<file path="src/rtl/core/mer_pkg.sv">
package mer_pkg;

    localparam int COORD_W_DEF  = 10;
    localparam int RADIUS_W_DEF = 9;
    localparam int PIX_W        = 12;
    localparam int COLOR_W      = 8;

    localparam logic CMD_START = 1'b0;
    localparam logic CMD_STEP  = 1'b1;

    typedef enum logic [3:0] {
        ES_IDLE,
        ES_SQA,
        ES_SQB,
        ES_INIT,
        ES_INIT2,
        ES_D1,
        ES_D2,
        ES_D3,
        ES_D4,
        ES_D5,
        ES_SW
    } t_eng_state;

    typedef struct packed {
        logic start;
        logic step;
    } t_eng_ctl;

    typedef struct packed {
        logic busy;
        logic active;
        logic fin;
    } t_eng_stat;

endpackage

</file>
<file path="src/rtl/core/mer_mul.sv">
module mer_mul #(
    parameter int A_WIDTH = 19,
    parameter int B_WIDTH = 13
) (
    input  logic                                i_clk,
    input  logic signed [A_WIDTH-1:0]           i_op_a,
    input  logic signed [B_WIDTH-1:0]           i_op_b,
    output logic signed [A_WIDTH+B_WIDTH-1:0]   o_prod
);

    logic signed [A_WIDTH+B_WIDTH-1:0] r_prod;

    always_ff @(posedge i_clk) begin
        r_prod <= i_op_a * i_op_b;
    end

    assign o_prod = r_prod;

endmodule

</file>
<file path="src/rtl/core/mer_engine.sv">
module mer_engine #(
    parameter int RADIUS_WIDTH = mer_pkg::RADIUS_W_DEF
) (
    input  logic                          i_clk,
    input  logic                          i_rst_n,
    input  mer_pkg::t_eng_ctl             i_ctl,
    input  logic [RADIUS_WIDTH-1:0]       i_radius_x,
    input  logic [RADIUS_WIDTH-1:0]       i_radius_y,
    output mer_pkg::t_eng_stat            o_stat,
    output logic signed [RADIUS_WIDTH+1:0] o_walk_x,
    output logic signed [RADIUS_WIDTH+1:0] o_walk_y
);
    import mer_pkg::*;

    localparam int RW  = RADIUS_WIDTH;
    localparam int WW  = RW + 2;
    localparam int SQW = 2 * RW;
    localparam int AW  = SQW + 1;
    localparam int BW  = RW + 4;
    localparam int MW  = AW + BW;
    localparam int DW  = 3 * RW + 8;

    localparam logic signed [BW-1:0] ONE_B = BW'(1);
    localparam logic signed [BW-1:0] SIX_B = BW'(6);
    localparam logic signed [WW-1:0] ONE_W = WW'(1);

    t_eng_state r_state, n_state;

    logic [RW-1:0]          r_semi_a;
    logic [SQW-1:0]         r_a2, r_b2;
    logic signed [WW-1:0]   r_wx, r_wy;
    logic signed [DW-1:0]   r_d;
    logic signed [MW-1:0]   r_cmp;
    logic                   r_take;
    logic                   r_region;
    logic                   r_active;
    logic                   r_fin;

    logic [SQW-1:0]         w_opa_u;
    logic signed [BW-1:0]   w_opb;
    logic signed [MW-1:0]   w_prod;
    logic signed [DW-1:0]   w_prod_ext;

    // region 0 walks x up and y down; region 1 swaps the roles
    logic [SQW-1:0]         w_p, w_q;
    logic signed [WW-1:0]   w_pw, w_qv;
    logic signed [BW-1:0]   w_pw_ext, w_qv_ext, w_semi_ext, w_b_ext;
    logic                   w_zero;
    logic                   w_fail;

    assign w_p  = r_region ? r_b2 : r_a2;
    assign w_q  = r_region ? r_a2 : r_b2;
    assign w_pw = r_region ? r_wx : r_wy;
    assign w_qv = r_region ? r_wy : r_wx;

    assign w_pw_ext   = {{(BW-WW){w_pw[WW-1]}}, w_pw};
    assign w_qv_ext   = {{(BW-WW){w_qv[WW-1]}}, w_qv};
    assign w_semi_ext = signed'({{(BW-RW){1'b0}}, r_semi_a});
    assign w_b_ext    = signed'({{(BW-RW){1'b0}}, r_wy[RW-1:0]});
    assign w_prod_ext = {{(DW-MW){w_prod[MW-1]}}, w_prod};
    assign w_zero     = (r_a2 == '0) && (r_b2 == '0);
    assign w_fail     = r_cmp > w_prod;

    mer_mul #(
        .A_WIDTH (AW),
        .B_WIDTH (BW)
    ) u_mul (
        .i_clk  (i_clk),
        .i_op_a (signed'({1'b0, w_opa_u})),
        .i_op_b (w_opb),
        .o_prod (w_prod)
    );

    always_ff @(posedge i_clk) begin
        if (!i_rst_n) begin
            r_state <= ES_IDLE;
        end else begin
            r_state <= n_state;
        end
    end

    always_comb begin
        n_state = r_state;
        w_opa_u = '0;
        w_opb   = '0;
        case (r_state)
            ES_IDLE: begin
                if (i_ctl.start) begin
                    n_state = ES_SQA;
                end else if (i_ctl.step) begin
                    n_state = ES_D1;
                end
            end
            ES_SQA: begin
                w_opa_u = SQW'(r_semi_a);
                w_opb   = w_semi_ext;
                n_state = ES_SQB;
            end
            ES_SQB: begin
                w_opa_u = SQW'(r_wy[RW-1:0]);
                w_opb   = w_b_ext;
                n_state = ES_INIT;
            end
            ES_INIT: begin
                w_opa_u = r_a2;
                w_opb   = ONE_B - (w_b_ext <<< 1);
                n_state = ES_INIT2;
            end
            ES_INIT2: begin
                n_state = ES_D1;
            end
            ES_D1: begin
                w_opa_u = w_p;
                w_opb   = ONE_B - w_pw_ext;
                n_state = w_zero ? ES_IDLE : ES_D2;
            end
            ES_D2: begin
                w_opa_u = w_q;
                w_opb   = (w_qv_ext <<< 2) + SIX_B;
                n_state = ES_D3;
            end
            ES_D3: begin
                // walk register still holds the old value here
                w_opa_u = w_q;
                w_opb   = w_qv_ext + ONE_B;
                n_state = ES_D4;
            end
            ES_D4: begin
                w_opa_u = w_p;
                w_opb   = w_pw_ext;
                n_state = ES_D5;
            end
            ES_D5: begin
                w_opa_u = r_b2;
                w_opb   = ONE_B - (w_semi_ext <<< 1);
                n_state = (!r_region && w_fail) ? ES_SW : ES_IDLE;
            end
            ES_SW: begin
                n_state = ES_IDLE;
            end
            default: begin
                n_state = ES_IDLE;
            end
        endcase
    end

    always_ff @(posedge i_clk) begin
        if (!i_rst_n) begin
            r_region <= 1'b0;
            r_active <= 1'b0;
            r_fin    <= 1'b0;
        end else begin
            if (i_ctl.start || i_ctl.step) begin
                r_fin <= 1'b0;
            end
            if (i_ctl.start) begin
                r_region <= 1'b0;
                r_active <= 1'b1;
            end
            if (r_state == ES_D1 && w_zero) begin
                r_fin    <= 1'b1;
                r_active <= 1'b0;
            end
            if (r_state == ES_D5) begin
                if (r_region && w_fail) begin
                    r_fin    <= 1'b1;
                    r_active <= 1'b0;
                end else if (!r_region && w_fail) begin
                    r_region <= 1'b1;
                end
            end
        end
    end

    always_ff @(posedge i_clk) begin
        if (i_ctl.start) begin
            r_semi_a <= i_radius_x;
            r_wx     <= '0;
            r_wy     <= signed'({{(WW-RW){1'b0}}, i_radius_y});
        end
        case (r_state)
            ES_SQB: begin
                r_a2 <= w_prod[SQW-1:0];
            end
            ES_INIT: begin
                r_b2 <= w_prod[SQW-1:0];
            end
            ES_INIT2: begin
                r_d <= signed'({{(DW-SQW){1'b0}}, r_b2} << 1) + w_prod_ext;
            end
            ES_D1: begin
                r_take <= !r_d[DW-1];
            end
            ES_D2: begin
                if (r_take) begin
                    r_d <= r_d + (w_prod_ext <<< 2);
                    if (r_region) begin
                        r_wx <= r_wx - ONE_W;
                    end else begin
                        r_wy <= r_wy - ONE_W;
                    end
                end
            end
            ES_D3: begin
                r_d <= r_d + w_prod_ext;
                if (r_region) begin
                    r_wy <= r_wy + ONE_W;
                end else begin
                    r_wx <= r_wx + ONE_W;
                end
            end
            ES_D4: begin
                r_cmp <= w_prod;
            end
            ES_D5: begin
                if (!r_region && w_fail) begin
                    r_wx <= signed'({{(WW-RW){1'b0}}, r_semi_a});
                    r_wy <= '0;
                end
            end
            ES_SW: begin
                r_d <= signed'({{(DW-SQW){1'b0}}, r_a2} << 1) + w_prod_ext;
            end
            default: begin
            end
        endcase
    end

    assign o_stat.busy   = (r_state != ES_IDLE);
    assign o_stat.active = r_active;
    assign o_stat.fin    = r_fin;
    assign o_walk_x      = r_wx;
    assign o_walk_y      = r_wy;

endmodule

</file>
<file path="src/rtl/core/mer_emit.sv">
module mer_emit #(
    parameter int COORD_WIDTH = mer_pkg::COORD_W_DEF,
    parameter int WALK_WIDTH  = mer_pkg::RADIUS_W_DEF + 2
) (
    input  logic                               i_clk,
    input  logic                               i_rst_n,
    input  logic                               i_emit,
    input  logic                               i_start,
    input  logic [COORD_WIDTH-1:0]             i_center_x,
    input  logic [COORD_WIDTH-1:0]             i_center_y,
    input  logic [mer_pkg::COLOR_W-1:0]        i_ink,
    input  logic signed [WALK_WIDTH-1:0]       i_walk_x,
    input  logic signed [WALK_WIDTH-1:0]       i_walk_y,
    input  mer_pkg::t_eng_stat                 i_eng_stat,
    output logic                               o_grp_valid,
    output logic                               o_out_valid,
    input  logic                               i_out_ready,
    output logic signed [mer_pkg::PIX_W-1:0]   o_pixel_x,
    output logic signed [mer_pkg::PIX_W-1:0]   o_pixel_y,
    output logic [mer_pkg::COLOR_W-1:0]        o_pixel_color,
    output logic                               o_group_last,
    output logic                               o_figure_done
);
    import mer_pkg::*;

    localparam int CW = COORD_WIDTH;
    localparam int WW = WALK_WIDTH;
    localparam int SA = (CW + 1 > WW) ? CW + 1 : WW;
    localparam int SW = ((SA > PIX_W) ? SA : PIX_W) + 1;
    localparam logic [1:0] LAST_BEAT = 2'd3;

    logic [CW-1:0]        r_origin_x, r_origin_y;
    logic [COLOR_W-1:0]   r_ink;
    logic [PIX_W-1:0]     r_px_p, r_px_n, r_py_p, r_py_n;
    logic [1:0]           r_beat;
    logic                 r_valid;

    logic [CW-1:0]        w_ox, w_oy;
    logic signed [SW-1:0] w_ox_ext, w_oy_ext, w_wx_ext, w_wy_ext;
    logic signed [SW-1:0] w_xp, w_xn, w_yp, w_yn;
    logic                 w_last;

    always_comb begin
        w_ox     = i_start ? i_center_x : r_origin_x;
        w_oy     = i_start ? i_center_y : r_origin_y;
        w_ox_ext = signed'({{(SW-CW){1'b0}}, w_ox});
        w_oy_ext = signed'({{(SW-CW){1'b0}}, w_oy});
        w_wx_ext = {{(SW-WW){i_walk_x[WW-1]}}, i_walk_x};
        w_wy_ext = {{(SW-WW){i_walk_y[WW-1]}}, i_walk_y};
        w_xp     = w_ox_ext + w_wx_ext;
        w_xn     = w_ox_ext - w_wx_ext;
        w_yp     = w_oy_ext + w_wy_ext;
        w_yn     = w_oy_ext - w_wy_ext;
    end

    always_ff @(posedge i_clk) begin
        if (i_start) begin
            r_origin_x <= i_center_x;
            r_origin_y <= i_center_y;
            r_ink      <= i_ink;
        end
        if (i_emit) begin
            r_px_p <= w_xp[PIX_W-1:0];
            r_px_n <= w_xn[PIX_W-1:0];
            r_py_p <= w_yp[PIX_W-1:0];
            r_py_n <= w_yn[PIX_W-1:0];
        end
    end

    assign w_last = (r_beat == LAST_BEAT);
    // last beat of a group holds until the step result (done flag) is known
    assign o_out_valid = r_valid && !(w_last && i_eng_stat.busy);

    always_ff @(posedge i_clk) begin
        if (!i_rst_n) begin
            r_valid <= 1'b0;
            r_beat  <= '0;
        end else if (i_emit) begin
            r_valid <= 1'b1;
            r_beat  <= '0;
        end else if (o_out_valid && i_out_ready) begin
            r_beat <= r_beat + 2'd1;
            if (w_last) begin
                r_valid <= 1'b0;
            end
        end
    end

    assign o_grp_valid   = r_valid;
    assign o_pixel_x     = signed'(r_beat[0] ? r_px_n : r_px_p);
    assign o_pixel_y     = signed'(r_beat[1] ? r_py_n : r_py_p);
    assign o_pixel_color = r_ink;
    assign o_group_last  = w_last;
    assign o_figure_done = w_last && i_eng_stat.fin;

endmodule

</file>
<file path="src/rtl/core/midpoint_ellipse_rasterizer_core.sv">
// Axis-aligned midpoint ellipse rasterizer. A start beat (cmd 0) latches the
// center, both semi-axes and the ink, and a step beat (cmd 1) advances the
// walk; each accepted start or step of a running figure yields one group of
// four pixel beats in the order (+x,+y) (-x,+y) (+x,-y) (-x,-y), with
// group_last on the fourth and figure_done on the fourth beat of the final
// group. Axis pixels repeat, and coordinates wrap to 12 bits. The decision
// update runs through a single shared multiplier under a small sequencer,
// while the four pixel beats drain from an output buffer in parallel; the
// fourth beat waits for the step to finish. A new input beat is accepted only
// once the sequencer is idle and the last group has drained; a step sent while
// no figure is running is accepted and yields nothing.
module midpoint_ellipse_rasterizer_core #(
    parameter int COORD_WIDTH  = mer_pkg::COORD_W_DEF,
    parameter int RADIUS_WIDTH = mer_pkg::RADIUS_W_DEF
) (
    input  logic                              i_clk,
    input  logic                              i_rst_n,
    input  logic                              i_in_valid,
    output logic                              o_in_ready,
    input  logic                              i_cmd,
    input  logic [COORD_WIDTH-1:0]            i_center_x,
    input  logic [COORD_WIDTH-1:0]            i_center_y,
    input  logic [RADIUS_WIDTH-1:0]           i_radius_x,
    input  logic [RADIUS_WIDTH-1:0]           i_radius_y,
    input  logic [mer_pkg::COLOR_W-1:0]       i_ink,
    output logic                              o_out_valid,
    input  logic                              i_out_ready,
    output logic signed [mer_pkg::PIX_W-1:0]  o_pixel_x,
    output logic signed [mer_pkg::PIX_W-1:0]  o_pixel_y,
    output logic [mer_pkg::COLOR_W-1:0]       o_pixel_color,
    output logic                              o_group_last,
    output logic                              o_figure_done
);
    import mer_pkg::*;

    localparam int WW = RADIUS_WIDTH + 2;

    t_eng_ctl             w_ctl;
    t_eng_stat            w_stat;
    logic                 w_accept;
    logic                 w_emit;
    logic                 w_grp_valid;
    logic signed [WW-1:0] w_eng_wx, w_eng_wy;
    logic signed [WW-1:0] w_walk_x, w_walk_y;

    assign o_in_ready = !w_stat.busy && !w_grp_valid;
    assign w_accept   = i_in_valid && o_in_ready;
    assign w_ctl.start = w_accept && (i_cmd == CMD_START);
    assign w_ctl.step  = w_accept && (i_cmd == CMD_STEP) && w_stat.active;
    assign w_emit      = w_ctl.start || w_ctl.step;

    // first group of a new figure sits at (0, b)
    assign w_walk_x = w_ctl.start ? '0 : w_eng_wx;
    assign w_walk_y = w_ctl.start ? signed'({2'b00, i_radius_y}) : w_eng_wy;

    mer_engine #(
        .RADIUS_WIDTH (RADIUS_WIDTH)
    ) u_engine (
        .i_clk      (i_clk),
        .i_rst_n    (i_rst_n),
        .i_ctl      (w_ctl),
        .i_radius_x (i_radius_x),
        .i_radius_y (i_radius_y),
        .o_stat     (w_stat),
        .o_walk_x   (w_eng_wx),
        .o_walk_y   (w_eng_wy)
    );

    mer_emit #(
        .COORD_WIDTH (COORD_WIDTH),
        .WALK_WIDTH  (WW)
    ) u_emit (
        .i_clk         (i_clk),
        .i_rst_n       (i_rst_n),
        .i_emit        (w_emit),
        .i_start       (w_ctl.start),
        .i_center_x    (i_center_x),
        .i_center_y    (i_center_y),
        .i_ink         (i_ink),
        .i_walk_x      (w_walk_x),
        .i_walk_y      (w_walk_y),
        .i_eng_stat    (w_stat),
        .o_grp_valid   (w_grp_valid),
        .o_out_valid   (o_out_valid),
        .i_out_ready   (i_out_ready),
        .o_pixel_x     (o_pixel_x),
        .o_pixel_y     (o_pixel_y),
        .o_pixel_color (o_pixel_color),
        .o_group_last  (o_group_last),
        .o_figure_done (o_figure_done)
    );

endmodule

</file>
<file path="config.mk">
export PLATFORM = sky130hd
export DESIGN_NAME = midpoint_ellipse_rasterizer_core
export DESIGN_NICKNAME = d
export VERILOG_FILES = /design/src/rtl/core/mer_pkg.sv /design/src/rtl/core/mer_mul.sv /design/src/rtl/core/mer_engine.sv /design/src/rtl/core/mer_emit.sv /design/src/rtl/core/midpoint_ellipse_rasterizer_core.sv
export SDC_FILE = /design/constraint.sdc
export NUM_CORES = 1
export LEC_CHECK = 0
export BUFFER_PORTS_ARGS = -buffer_cell sky130_fd_sc_hd__buf_2
export CORE_ASPECT_RATIO = 1.75
export CORE_MARGIN = 2
export CORE_UTILIZATION = 55
export DETAILED_ROUTE_END_ITERATION = 6
export HOLD_SLACK_MARGIN = 0.15
export PLACE_DENSITY_LB_ADDON = 0.08
export SYNTH_ARGS = -nofsm -noshare
export SYNTH_HDL_FRONTEND = slang
export SYNTH_HIERARCHICAL = 1
export SYNTH_SLANG_ARGS = --single-unit
</file>
<file path="constraint.sdc">
create_clock -name i_clk -period 25.4 [get_ports i_clk]
set_clock_uncertainty 0.1 [all_clocks]
set_input_delay 1.27 -clock i_clk [delete_from_list [all_inputs] [get_ports i_clk]]
set_output_delay 1.27 -clock i_clk [all_outputs]
set_load 0.005 [all_outputs]
</file>
-- Word-level counts from Yosys, hierarchy flattened
Cells that the tools add are included.
- bits in registers: 253
- input bits: 51
- output and inout bits: 36
- add/sub/neg operators: 18
- multiply operators: 1
- $lt $le $gt $ge: 1
- eq/ne operators: 13
- muxes and demuxes: 44
- bitwise logic cells: 2
- reduce and logical (&&, ||, !) cells: 31
- operator list (operator ; number):
    $pmux W35 S4 ; 1
    $mux W11 ; 12
    $pmux W18 S6 ; 1
    $pmux W13 S8 ; 1
    $add A20 B32 Y33 ; 2
    $pmux W11 S3 ; 2
    $pmux W4 S10 ; 1
    $logic_not A18 Y1 ; 2
    $mux W18 ; 2
    $add A35 B32 Y35 ; 1
    $add A35 B34 Y35 ; 1
    $mux W35 ; 1
    $gt A32 B32 Y1 ; 1
    $mul A19 B13 Y32 ; 1
    $add A11 B11 Y12 ; 2
    $mux W12 ; 2
    $sub A11 B11 Y12 ; 2
    $add A11 B2 Y11 const B ; 2
    $sub A1 B10 Y11 const A ; 2
    $sub A11 B2 Y11 const B ; 2
    $mux W10 ; 2
    $eq A4 B3 Y1 const B ; 4
    $mux W1 ; 15
    $add A13 B4 Y13 const B ; 1
    20 further kinds ; 47

-- Logic depth before layout (Yosys ltp)
Gate-level depths: netlist (run 1).
- depth in word-level cells: 11
- gate-level depth with buffers: 36

-- Cells and area by module
Netlist (run 1), hierarchy kept.
- by module, submodules not included (module ; instances ; cells each ; area an instance (um^2) ; seq. area each (um^2)):
    mer_engine ; 1 ; 1798 ; 14786.7 ; 3973.8
    mer_mul ; 1 ; 1001 ; 9414.0 ; 640.6
    mer_emit ; 1 ; 423 ; 4663.2 ; 2082.0
    midpoint_ellipse_rasterizer_core ; 1 ; 29 ; 247.7 ; 0.0

-- Worst setup path before layout (run 1)
No wires, ideal clock.
- path type: register -> register
- start point: register u_engine.r_region
- end point: register u_engine.u_mul.r_prod[31] (netlist: u_engine/u_mul/o_prod[31])
- library setup time: 121 ps
- arrival: 8122 ps
- required time: 25179 ps
- slack: 17057 ps
- cell stages (with the launch flop): 34
- clock period less this slack: 8343 ps
- path through: dfxtp_1 > clkbuf_1 > clkbuf_1 > clkbuf_1 > clkbuf_1 > buf_1 > nand2_1 > o21ai_0 > ha_1 > nand2_1 > nor2_1 > nand2_1 > nor2_1 > xor2_1 > o21ai_0 > clkinv_1 > clkbuf_1 > nor2_1 > fa_1 > fa_1 > fa_1 > fa_1 > inv_1 > fa_1 > inv_1 > ha_1 > ha_1 > nand2_2 > or2_4 > or4_1 > a31o_1 > a21oi_2 > o221ai_2 > xnor2_1
- cells in the longest elaborated chain, start to end: 4
- elaborated cells on any way between the ends: 10
- those cells by class: add/sub: 3; mul: 1; mux: 6
- ends and longest elaborated chain (what ; RTL line ; RTL):
    start: declaration ; mer_engine.sv:35 ; logic r_region;
    start signal: assignment ; mer_engine.sv:149 ; r_region <= 1'b0;
    start signal: assignment ; mer_engine.sv:157 ; r_region <= 1'b0;
    start signal: assignment ; mer_engine.sv:169 ; r_region <= 1'b1;
    $mux W11 (on tied branches) ; mer_engine.sv:54, mer_engine.sv:53 ;
    $add A13 B4 Y13, or another cell as far along ; mer_engine.sv:119 ; w_opb = (w_qv_ext <<< 2) + SIX_B;
    $pmux W13 S8 (*) ; mer_engine.sv:86 ; case (r_state)
    net u_engine.w_opb[12] ; mer_engine.sv:40 ; logic signed [BW-1:0] w_opb;
    $mul A19 B13 Y32 (*) ; mer_mul.sv:14 ; r_prod <= i_op_a * i_op_b;
    end signal: assignment ; mer_mul.sv:14 ;
    end: declaration ; mer_mul.sv:11 ; logic signed [A_WIDTH+B_WIDTH-1:0] r_prod;
The timed path passes the listed nets; every way through them passes the cells marked *.
A chain may end at the register's enable or synchronous reset.

-- Worst setup path after layout (run 1)
- start point: register u_engine.r_state[3]
- end point: register u_engine.u_mul.r_prod[28] (netlist: u_engine/u_mul/o_prod[28])
- elaborated cells on any way between the ends: 13
- those cells by class: mul: 1; eq/ne: 8; mux: 2; reduce/logical: 2
- RTL lines (what ; RTL line ; RTL):
    start: declaration ; mer_engine.sv:27 ; t_eng_state r_state, n_state;
    start signal: assignment ; mer_engine.sv:78 ; r_state <= n_state;
    $eq A4 B4 Y1, or another cell as far along ; mer_engine.sv:86 ;
    $pmux W13 S8 (*) ; mer_engine.sv:86 ;
    net u_engine.w_opb[1] ; mer_engine.sv:40 ;
    $mul A19 B13 Y32 (*) ; mer_mul.sv:14 ;
Marks and branches as above.

==> results of run 1 <==
==> report_power, final <==
| group | internal [mW] | switching (mW) |
|---|---|---|
| Clock | 0.216 | 0.185 |
| Sequential | 0.604 | 0.156 |
| Combinational | 0.872 | 1.35 |
==> routing by layer <==
layer  vias to the layer above  routed length (um)
met1                     12200               30600
met2                      1066               50700
met4                         0                8460
li1                      11400                   -
met5                         -                   0
met3                       422                4730
==> final timing paths <==
check	start	cells after the start	end	slack, ns
hold reg to reg	u_emit/r_origin_x[4]	1	u_emit/r_origin_x[4]	0.40
hold / removal	u_emit/r_origin_x[4]	1	u_emit/r_origin_x[4]	0.40
setup reg to reg	u_engine/r_state[3]	23	u_engine/u_mul/o_prod[28]	16.54
setup / recovery	u_engine/r_state[3]	23	u_engine/u_mul/o_prod[28]	16.54
==> sequential cells by signal, summed over array words and instances, names as in the netlist, 2 cells and up <==
signal / count
u_emit/o_pixel_color: 8
u_emit/r_beat: 2
u_emit/r_origin_x: 10
u_emit/r_origin_y: 10
u_emit/r_px_n: 11
u_emit/r_px_p: 12
u_emit/r_py_n: 11
u_emit/r_py_p: 12
u_engine/o_walk_x: 11
u_engine/o_walk_y: 11
u_engine/r_a2: 18
u_engine/r_b2: 18
u_engine/r_cmp: 32
u_engine/r_d: 35
u_engine/r_semi_a: 9
u_engine/r_state: 4
u_engine/u_mul/o_prod: 32
==> synthesized netlist by cell type (14+ instances only) <==
cell type,count
sky130_fd_sc_hd__a21oi_1,200
sky130_fd_sc_hd__nor3_1,69
sky130_fd_sc_hd__xor2_1,79
sky130_fd_sc_hd__edfxtp_1,167
sky130_fd_sc_hd__a211oi_1,26
sky130_fd_sc_hd__mux2_2,52
sky130_fd_sc_hd__nand2_1,294
sky130_fd_sc_hd__o22ai_1,22
sky130_fd_sc_hd__and3_1,17
sky130_fd_sc_hd__a211o_1,16
sky130_fd_sc_hd__a22oi_1,30
sky130_fd_sc_hd__nand2b_1,38
sky130_fd_sc_hd__nand4_1,31
sky130_fd_sc_hd__inv_1,319
sky130_fd_sc_hd__o211ai_1,27
sky130_fd_sc_hd__mux2i_1,32
sky130_fd_sc_hd__buf_1,18
sky130_fd_sc_hd__a221oi_1,14
sky130_fd_sc_hd__o31ai_1,22
sky130_fd_sc_hd__xnor2_1,114
sky130_fd_sc_hd__or3_1,17
sky130_fd_sc_hd__a21o_1,54
sky130_fd_sc_hd__ha_1,261
sky130_fd_sc_hd__nor2b_1,48
sky130_fd_sc_hd__o21ai_0,150
sky130_fd_sc_hd__fa_1,236
sky130_fd_sc_hd__o21bai_1,18
sky130_fd_sc_hd__clkbuf_1,118
sky130_fd_sc_hd__nand3_1,67
sky130_fd_sc_hd__nor2_1,205
sky130_fd_sc_hd__and2_1,119
sky130_fd_sc_hd__a31oi_1,32
sky130_fd_sc_hd__nor4_1,18
sky130_fd_sc_hd__dfxtp_1,84
sky130_fd_sc_hd__o21a_1,29
==> through the flow <==
step                utilization [%]  worst slack, ns  area (um^2)
global placement               57.5            16.90        30100
CTS                            59.1            16.72        30900
detailed placement             57.5            16.74        30100
floorplan                         -            17.06        29100
finish                         59.1            16.54        30900
global route                   59.1            16.24        30900
==> worst max-delay path: stages (launching register included) <==
cell	delay, ns
sky130_fd_sc_hd__dfxtp_1	0.51
sky130_fd_sc_hd__nor2b_1	0.30
sky130_fd_sc_hd__nand2_1	0.32
sky130_fd_sc_hd__inv_1	0.77
sky130_fd_sc_hd__buf_4	0.42
sky130_fd_sc_hd__nor2_1	0.10
sky130_fd_sc_hd__o2111ai_2	0.93
sky130_fd_sc_hd__and2_1	0.28
sky130_fd_sc_hd__fa_1	0.39
sky130_fd_sc_hd__inv_1	0.07
sky130_fd_sc_hd__fa_1	0.40
sky130_fd_sc_hd__inv_1	0.08
sky130_fd_sc_hd__fa_1	0.45
sky130_fd_sc_hd__fa_1	0.59
sky130_fd_sc_hd__fa_1	0.43
sky130_fd_sc_hd__fa_1	0.44
sky130_fd_sc_hd__ha_1	0.35
sky130_fd_sc_hd__a21o_1	0.22
sky130_fd_sc_hd__a221oi_2	0.53
sky130_fd_sc_hd__o21a_1	0.22
sky130_fd_sc_hd__a21oi_1	0.11
sky130_fd_sc_hd__o31ai_1	0.37
sky130_fd_sc_hd__a21oi_1	0.14
sky130_fd_sc_hd__xor2_1	0.16
==> cell usage in the layout, fill, tap and decap left out, types with 12 or more instances in the layout <==
master,synthesis,layout
sky130_fd_sc_hd__a211o_1,16,16
sky130_fd_sc_hd__a22o_1,13,13
sky130_fd_sc_hd__a21o_1,54,54
sky130_fd_sc_hd__nor4_1,18,18
sky130_fd_sc_hd__o22ai_1,22,21
sky130_fd_sc_hd__o21bai_1,18,18
sky130_fd_sc_hd__nor2b_1,48,48
sky130_fd_sc_hd__fa_1,236,236
sky130_fd_sc_hd__a211oi_1,26,26
sky130_fd_sc_hd__a221oi_1,14,14
sky130_fd_sc_hd__a31oi_1,32,32
sky130_fd_sc_hd__xor2_1,79,79
sky130_fd_sc_hd__ha_1,261,261
sky130_fd_sc_hd__a21oi_1,200,200
sky130_fd_sc_hd__xnor2_1,114,114
sky130_fd_sc_hd__a221o_1,12,12
sky130_fd_sc_hd__nor2_1,205,203
sky130_fd_sc_hd__or3_1,17,17
sky130_fd_sc_hd__nand4_1,31,31
sky130_fd_sc_hd__o21a_1,29,29
sky130_fd_sc_hd__o31ai_1,22,21
sky130_fd_sc_hd__edfxtp_1,167,167
sky130_fd_sc_hd__buf_4,5,31
sky130_fd_sc_hd__nand3_1,67,66
sky130_fd_sc_hd__and3_1,17,16
sky130_fd_sc_hd__a22oi_1,30,30
sky130_fd_sc_hd__buf_2,6,86
sky130_fd_sc_hd__mux2_2,52,52
sky130_fd_sc_hd__o21ai_0,150,147
sky130_fd_sc_hd__o211ai_1,27,27
sky130_fd_sc_hd__nand2b_1,38,38
sky130_fd_sc_hd__dfxtp_1,84,83
sky130_fd_sc_hd__mux2i_1,32,32
sky130_fd_sc_hd__clkbuf_16,0,25
sky130_fd_sc_hd__nor3_1,69,68
sky130_fd_sc_hd__nand2_1,294,294
sky130_fd_sc_hd__inv_1,319,319
sky130_fd_sc_hd__and2_1,119,119
==> cell type report <==
class,count,area share [%]
Multi-Input combinational cell,2530,66.8
Sequential cell,251,21.7
Inverter,323,3.92
Tap cell,678,2.74
Timing Repair Buffer,117,2.14
Clock buffer,26,2.03
Clock inverter,19,0.708
Antenna cell,3,0.0243
==> logic make-up after synthesis <==
logic type,share of synthesized area (%)
buffers and inverters,6.27
other,0.0129
adders and majority gates,27.4
xor gates and xnor gates,5.81
muxes,3.11
and+or+nand+nor,16.5
AOI/OAI and AO/OA,17.9
DFF,23.0
==> flow_summary_export.csv, run 1 <==
group,metric,value,unit
timing,period_needed,8.86,ns
placed_design,hpwl_dp,75100,um
placed_design,dp_cell_count,3899,
clock_network,max-clock-path-buffers,3,
clock_network,post_cts.repair.setup_buffers,0,
grt,grt_overflow,0,
synthesis,yosys.area.top_type,"sky130_fd_sc_hd__edfxtp_1",
worst_hold_path,worstHoldPathType,"flip-flop to flip-flop",
critical_path,worst-endpoint-arrival,9.21,ns
clock_network,clkSlewWorstSetupHoldPaths,0.08,ns
route,detail_route.wirelength,94400,um
floorplanning,io_pins,87,
timing,number_of_setup_violations_in_the_final_report,0,
timing,drv_slew,0,
timing,timing.hold.ws,0.402,ns
floorplanning,initial_cell_density_of_the_core,55.6,%
clock_network,clk_latency,0.58,ns
critical_path,critical_path_required,25.75,ns
finish,final_nets,3796,
route,wl_per_cell,23.9,um
timing,rsz_0062_raised_after_global_routing,"false",
route,detailedRoute.firstPassIterationCount,7,
power,pwr_density_cell,109,nW/um^2
grt,met1_usage_in_global_routing,33.0,%
synthesis,postSynth.topFlopCell,"sky130_fd_sc_hd__edfxtp_1",
flow_run,cap_violations,0,
finish,multi_input_comb_area,20700,um^2
grt,globalRoute.busiestLayer,"met2",
timing,fin_setup_tns,0,ns
timing,final_min_period_over_clock_period,34.9,%
critical_path,critical_path.endpoint_type,"flip-flop",
status,failed_checks,"design-rule violations",
placed_design,gp_congestion,1.00,
timing,max_slew_margin,20.3,%
synthesis,top_cells_by_area_synth,"sky130_fd_sc_hd__edfxtp_1, sky130_fd_sc_hd__fa_1, sky130_fd_sc_hd__ha_1",
synthesis,synth_sequential_area_ratio,23.0,%
clock_network,h-tree-depth,1,
grt,met3_layer_usage_reported_by_global_route,3.87,%
clock_network,post_cts.resized_instances,0,
timing,max_slew.worst_pin.slew,1.20,ns
floorplanning,floorplan.rows,111,
grt,grt_start_max_net_pins,61,
finish,nFillCells,4738,
synthesis,number_of_synthesized_flops_with_an_enable_pin,167,
grt,antenna_found_initial,3,
grt,grt_pass1_wl,145000,um
finish,layoutNonFillerInstCount,3947,
synthesis,synth_cell_types,96,
grt,total_grt_usage,34.7,%
synthesis,synth-warning-count,6,
floorplanning,die_w,178,um
status,outcome,"finished with violations",
clock_network,cts-buffers-inserted,25,
clock_network,tritoncts,"done",
synthesis,postSynthRegisterBits,251,
critical_path,timing_worst_setup_path_type,"flip-flop to flip-flop",
critical_path,path_max_fanout,19,
timing,fmaxAchievable,113,MHz
route,viasPerCell,6.36,
grt,vias_in_the_first_global_route,26300,
finish,sequential_cell_area,6700,um^2
route,drt_iter0_markers,1663,
grt,use_met2,66.1,%
floorplanning,die_area,54900,um^2
clock_network,clock-root-buffer,"sky130_fd_sc_hd__clkbuf_16",
finish,area_delta_synth_final,6.29,%
finish,layout_cell_share_with_drive_strength_beyond_1,8.02,%
synthesis,synth.cell_area,29100,um^2
critical_path,worstSetupStartpointType,"flip-flop",
power,irDropWorstVdd,0.0795,mV
route,drc,6,
synthesis,postSynth.asyncResetShare,0,%
synthesis,netlist.area_leader.share,17.2,%
power,power.total,3.38,mW
power,power_leakage,13.5,nW
route,num_vias,25100,
route,ant_nets,0,
synthesis,syn_inst,3251,
synthesis,syn_avg_cell_area,8.95,um^2
clock_network,cts_hold_repair.buffers,0,
clock_network,numClockSinks,251,
timing,final_hold_viol_count,0,
floorplanning,die-height,308,um
placed_design,portBuffers,86,
floorplanning,core_area,52400,um^2
No activity file was read; power rests on OpenSTA's default activity.
==> inputs of run 2 (changes only) <==
Settings changed: ABC_AREA set to 1.
Clock period 25.4 ns to 8.57 ns, I/O delays scaled along.
==> flow_summary_export.csv, run 2 <==
group,metric,value,unit
synthesis,yosysMostFrequentCell,"sky130_fd_sc_hd__nand2_1",
clock_network,clkSlewWorstSetupHoldPaths,0.07,ns
critical_path,cpLargestDelayFamily,"adder cells",
clock_network,numClockSinks,251,
route,detail_route.wirelength,106000,um
clock_network,clk_latency,0.58,ns
critical_path,critical_path_required,8.93,ns
power,irDropWorstVdd,0.567,mV
synthesis,postSynthRegisterBits,251,
grt,grt_start_max_net_pins,58,
synthesis,yosys.area.top_type,"sky130_fd_sc_hd__edfxtp_1",
critical_path,worstSetupStartpointType,"flip-flop",
floorplanning,die_area,59300,um^2
clock_network,h-tree-depth,1,
finish,final_nets,5068,
synthesis,postSynth.asyncResetShare,0,%
synthesis,top_cells_by_area_synth,"sky130_fd_sc_hd__edfxtp_1, sky130_fd_sc_hd__fa_1, sky130_fd_sc_hd__nand2_1",
timing,drv_slew,0,
synthesis,synth.cell_area,31500,um^2
finish,antenna_cells_inserted,0,
floorplanning,die-height,321,um
grt,antenna_found_initial,0,
power,pwr_density_cell,369,nW/um^2
grt,total_grt_usage,35.8,%
synthesis,synth_sequential_area_ratio,21.2,%
synthesis,number_of_synthesized_flops_with_an_enable_pin,167,
grt,vias_in_the_first_global_route,30200,
route,num_vias,30100,
power,power.total,12.6,mW
finish,area_delta_synth_final,7.96,%
route,viasPerCell,5.67,
timing,final_hold_viol_count,0,
critical_path,cp_slowest_stage_delay,0.85,ns
placed_design,placed_area,32700,um^2
floorplanning,core_area,56900,um^2
clock_network,tritoncts,"done",
status,outcome,"finished, final reports clean",
finish,nFillCells,5542,
finish,final_std_cell_area_no_fill,34000,um^2
critical_path,path_max_fanout,27,
route,drc,0,
synthesis,synth-warning-count,6,
finish,max_ffs_per_register,35,
floorplanning,initial_cell_density_of_the_core,55.4,%
synthesis,syn_inst,4441,
timing,final_min_period_over_clock_period,91.5,%
timing,fmaxAchievable,128,MHz
timing,fin_setup_tns,0,ns
timing,number_of_setup_violations_in_the_final_report,0,
synthesis,ys_top_cells_by_count,"sky130_fd_sc_hd__nand2_1, sky130_fd_sc_hd__inv_1, sky130_fd_sc_hd__nor2_1",
placed_design,hpwl_dp,87100,um
floorplanning,floorplan.rows,116,
clock_network,cts-buffers-inserted,26,
finish,commonest_non_fill_non_tap_cells_in_the_layout,"sky130_fd_sc_hd__nand2_1, sky130_fd_sc_hd__inv_1, sky130_fd_sc_hd__nor2_1",
critical_path,critical_path.endpoint_type,"flip-flop",
clock_network,max-clock-path-buffers,3,
synthesis,synth_cell_types,61,
timing,max_slew.worst_pin.slew,1.27,ns
finish,top_register,"u_engine/r_d",
worst_hold_path,worstHoldPathType,"primary input to flip-flop",
critical_path,worst_path_max_delay_cell,"sky130_fd_sc_hd__nand4_1",
flow_run,cap_violations,0,
route,drt_iter0_markers,1892,
power,power_leakage,17.4,nW
route,detailedRoute.firstPassIterationCount,6,
finish,finalCoreUtilization,59.8,%
timing,timing.hold.ws,0.247,ns
critical_path,worst-endpoint-arrival,8.20,ns
grt,grt_pass1_wl,162000,um
floorplanning,die_w,185,um
critical_path,cp_num_buf_inv,4,
placed_design,gp_congestion,1.02,
grt,grt_overflow,0,
synthesis,syn_avg_cell_area,7.10,um^2
floorplanning,io_pins,87,
synthesis,postSynth.topFlopCell,"sky130_fd_sc_hd__edfxtp_1",
critical_path,timing_worst_setup_path_type,"flip-flop to flip-flop",
timing,max_slew_margin,15.4,%
timing,rsz_0062_raised_after_global_routing,"false",
finish,layout_cell_share_with_drive_strength_beyond_1,6.81,%
route,ant_nets,0,
clock_network,post_cts.resized_instances,0,
synthesis,netlist.area_leader.share,15.9,%
timing,period_needed,7.84,ns
finish,layout.cells.most_common,"sky130_fd_sc_hd__nand2_1",
clock_network,clock-root-buffer,"sky130_fd_sc_hd__clkbuf_16",
placed_design,portBuffers,86,
route,wl_per_cell,19.9,um
==> run 2: report_power, final <==
part           switching (mW)  total [mW]  leakage, nW  internal [mW]
Clock                   0.537        1.26        0.459          0.726
Sequential              0.423        2.29         2.24           1.87
Combinational            5.99        9.00         14.7           3.01
==> run 2: worst reg2reg max path, stage by stage, from the launching register on <==
cell and delay (ns):
sky130_fd_sc_hd__dfxtp_2 0.60, sky130_fd_sc_hd__nor2_1 0.12, sky130_fd_sc_hd__a21oi_1 0.46, sky130_fd_sc_hd__inv_1 0.10
sky130_fd_sc_hd__ha_1 0.24, sky130_fd_sc_hd__inv_1 0.10, sky130_fd_sc_hd__nor2_1 0.06, sky130_fd_sc_hd__xnor2_1 0.21
sky130_fd_sc_hd__o22ai_1 0.11, sky130_fd_sc_hd__nor2_1 0.10, sky130_fd_sc_hd__nand4_1 0.85, sky130_fd_sc_hd__nand2_1 0.37
sky130_fd_sc_hd__fa_1 0.49, sky130_fd_sc_hd__fa_1 0.53, sky130_fd_sc_hd__inv_1 0.06, sky130_fd_sc_hd__fa_1 0.55
sky130_fd_sc_hd__fa_1 0.43, sky130_fd_sc_hd__fa_1 0.50, sky130_fd_sc_hd__ha_1 0.30, sky130_fd_sc_hd__ha_1 0.45
sky130_fd_sc_hd__nand2_2 0.21, sky130_fd_sc_hd__inv_1 0.05, sky130_fd_sc_hd__a21oi_1 0.34, sky130_fd_sc_hd__nor2_1 0.07
sky130_fd_sc_hd__nor2_1 0.10, sky130_fd_sc_hd__nand2_1 0.07, sky130_fd_sc_hd__xor2_1 0.13
==> run 2: metal layers <==
layer	global-route usage, %	vias up	share of wire, %
met5	0	-	0
met4	26.9	0	9.0
met3	3.32	454	4.9
met2	67.4	1132	53
met1	35.7	14100	33
li1	-	14400	-
==> run 2: through the flow <==
| step | std cells | setup slack [ns] |
|---|---|---|
| after global placement | 5221 | 0.919 |
| after CTS | 5307 | 0.834 |
| after detailed placement | 5221 | 0.836 |
| after floorplan | 4444 | 0.681 |
| final | 5307 | 0.732 |
| after global routing | 5307 | 0.237 |
==> run 2: logic make-up after synthesis <==
| family | after synthesis | synth area share, % |
|---|---|---|
| flip-flops | 251 | 21.2 |
| other | 1 | 0.0119 |
| XOR/XNOR | 70 | 1.95 |
| buffers and inverters | 957 | 11.9 |
| AND/OR/NAND/NOR | 1983 | 26.7 |
| adder cells (fa/ha/maj) | 497 | 25.4 |
| multiplexers | 16 | 0.572 |
| AO/OA/AOI/OAI | 666 | 12.3 |
==> run 2: final timing paths <==
kind / from / to / cells after the start / slack [ns]
worst min-delay path: i_radius_y[0] / u_engine/o_walk_y[0] / 5 / 0.25
worst min register to register: u_engine/r_state[0] / u_engine/r_state[0] / 1 / 0.38
worst max register to register: u_engine/r_region / u_engine/u_mul/o_prod[21] / 26 / 0.73
worst max-delay path: u_engine/r_region / u_engine/u_mul/o_prod[21] / 26 / 0.73
==> run 2: repair_timing <==
item | in CTS | in global routing
setup buffers | 0 | 0
hold buffers | 38 | 0
hold endpoints to repair | 41 | 0
==> run 2: cell type report <==
type | count | area, um^2 | area share [%]
clock buffers | 34 | 764 | 2.25
flip-flops and latches | 251 | 6700 | 19.7
repair buffers | 175 | 1190 | 3.51
multi-input cells | 3236 | 21100 | 62.1
clock inverters | 14 | 170 | 0.500
well taps | 767 | 960 | 2.82
inverters | 830 | 3120 | 9.16
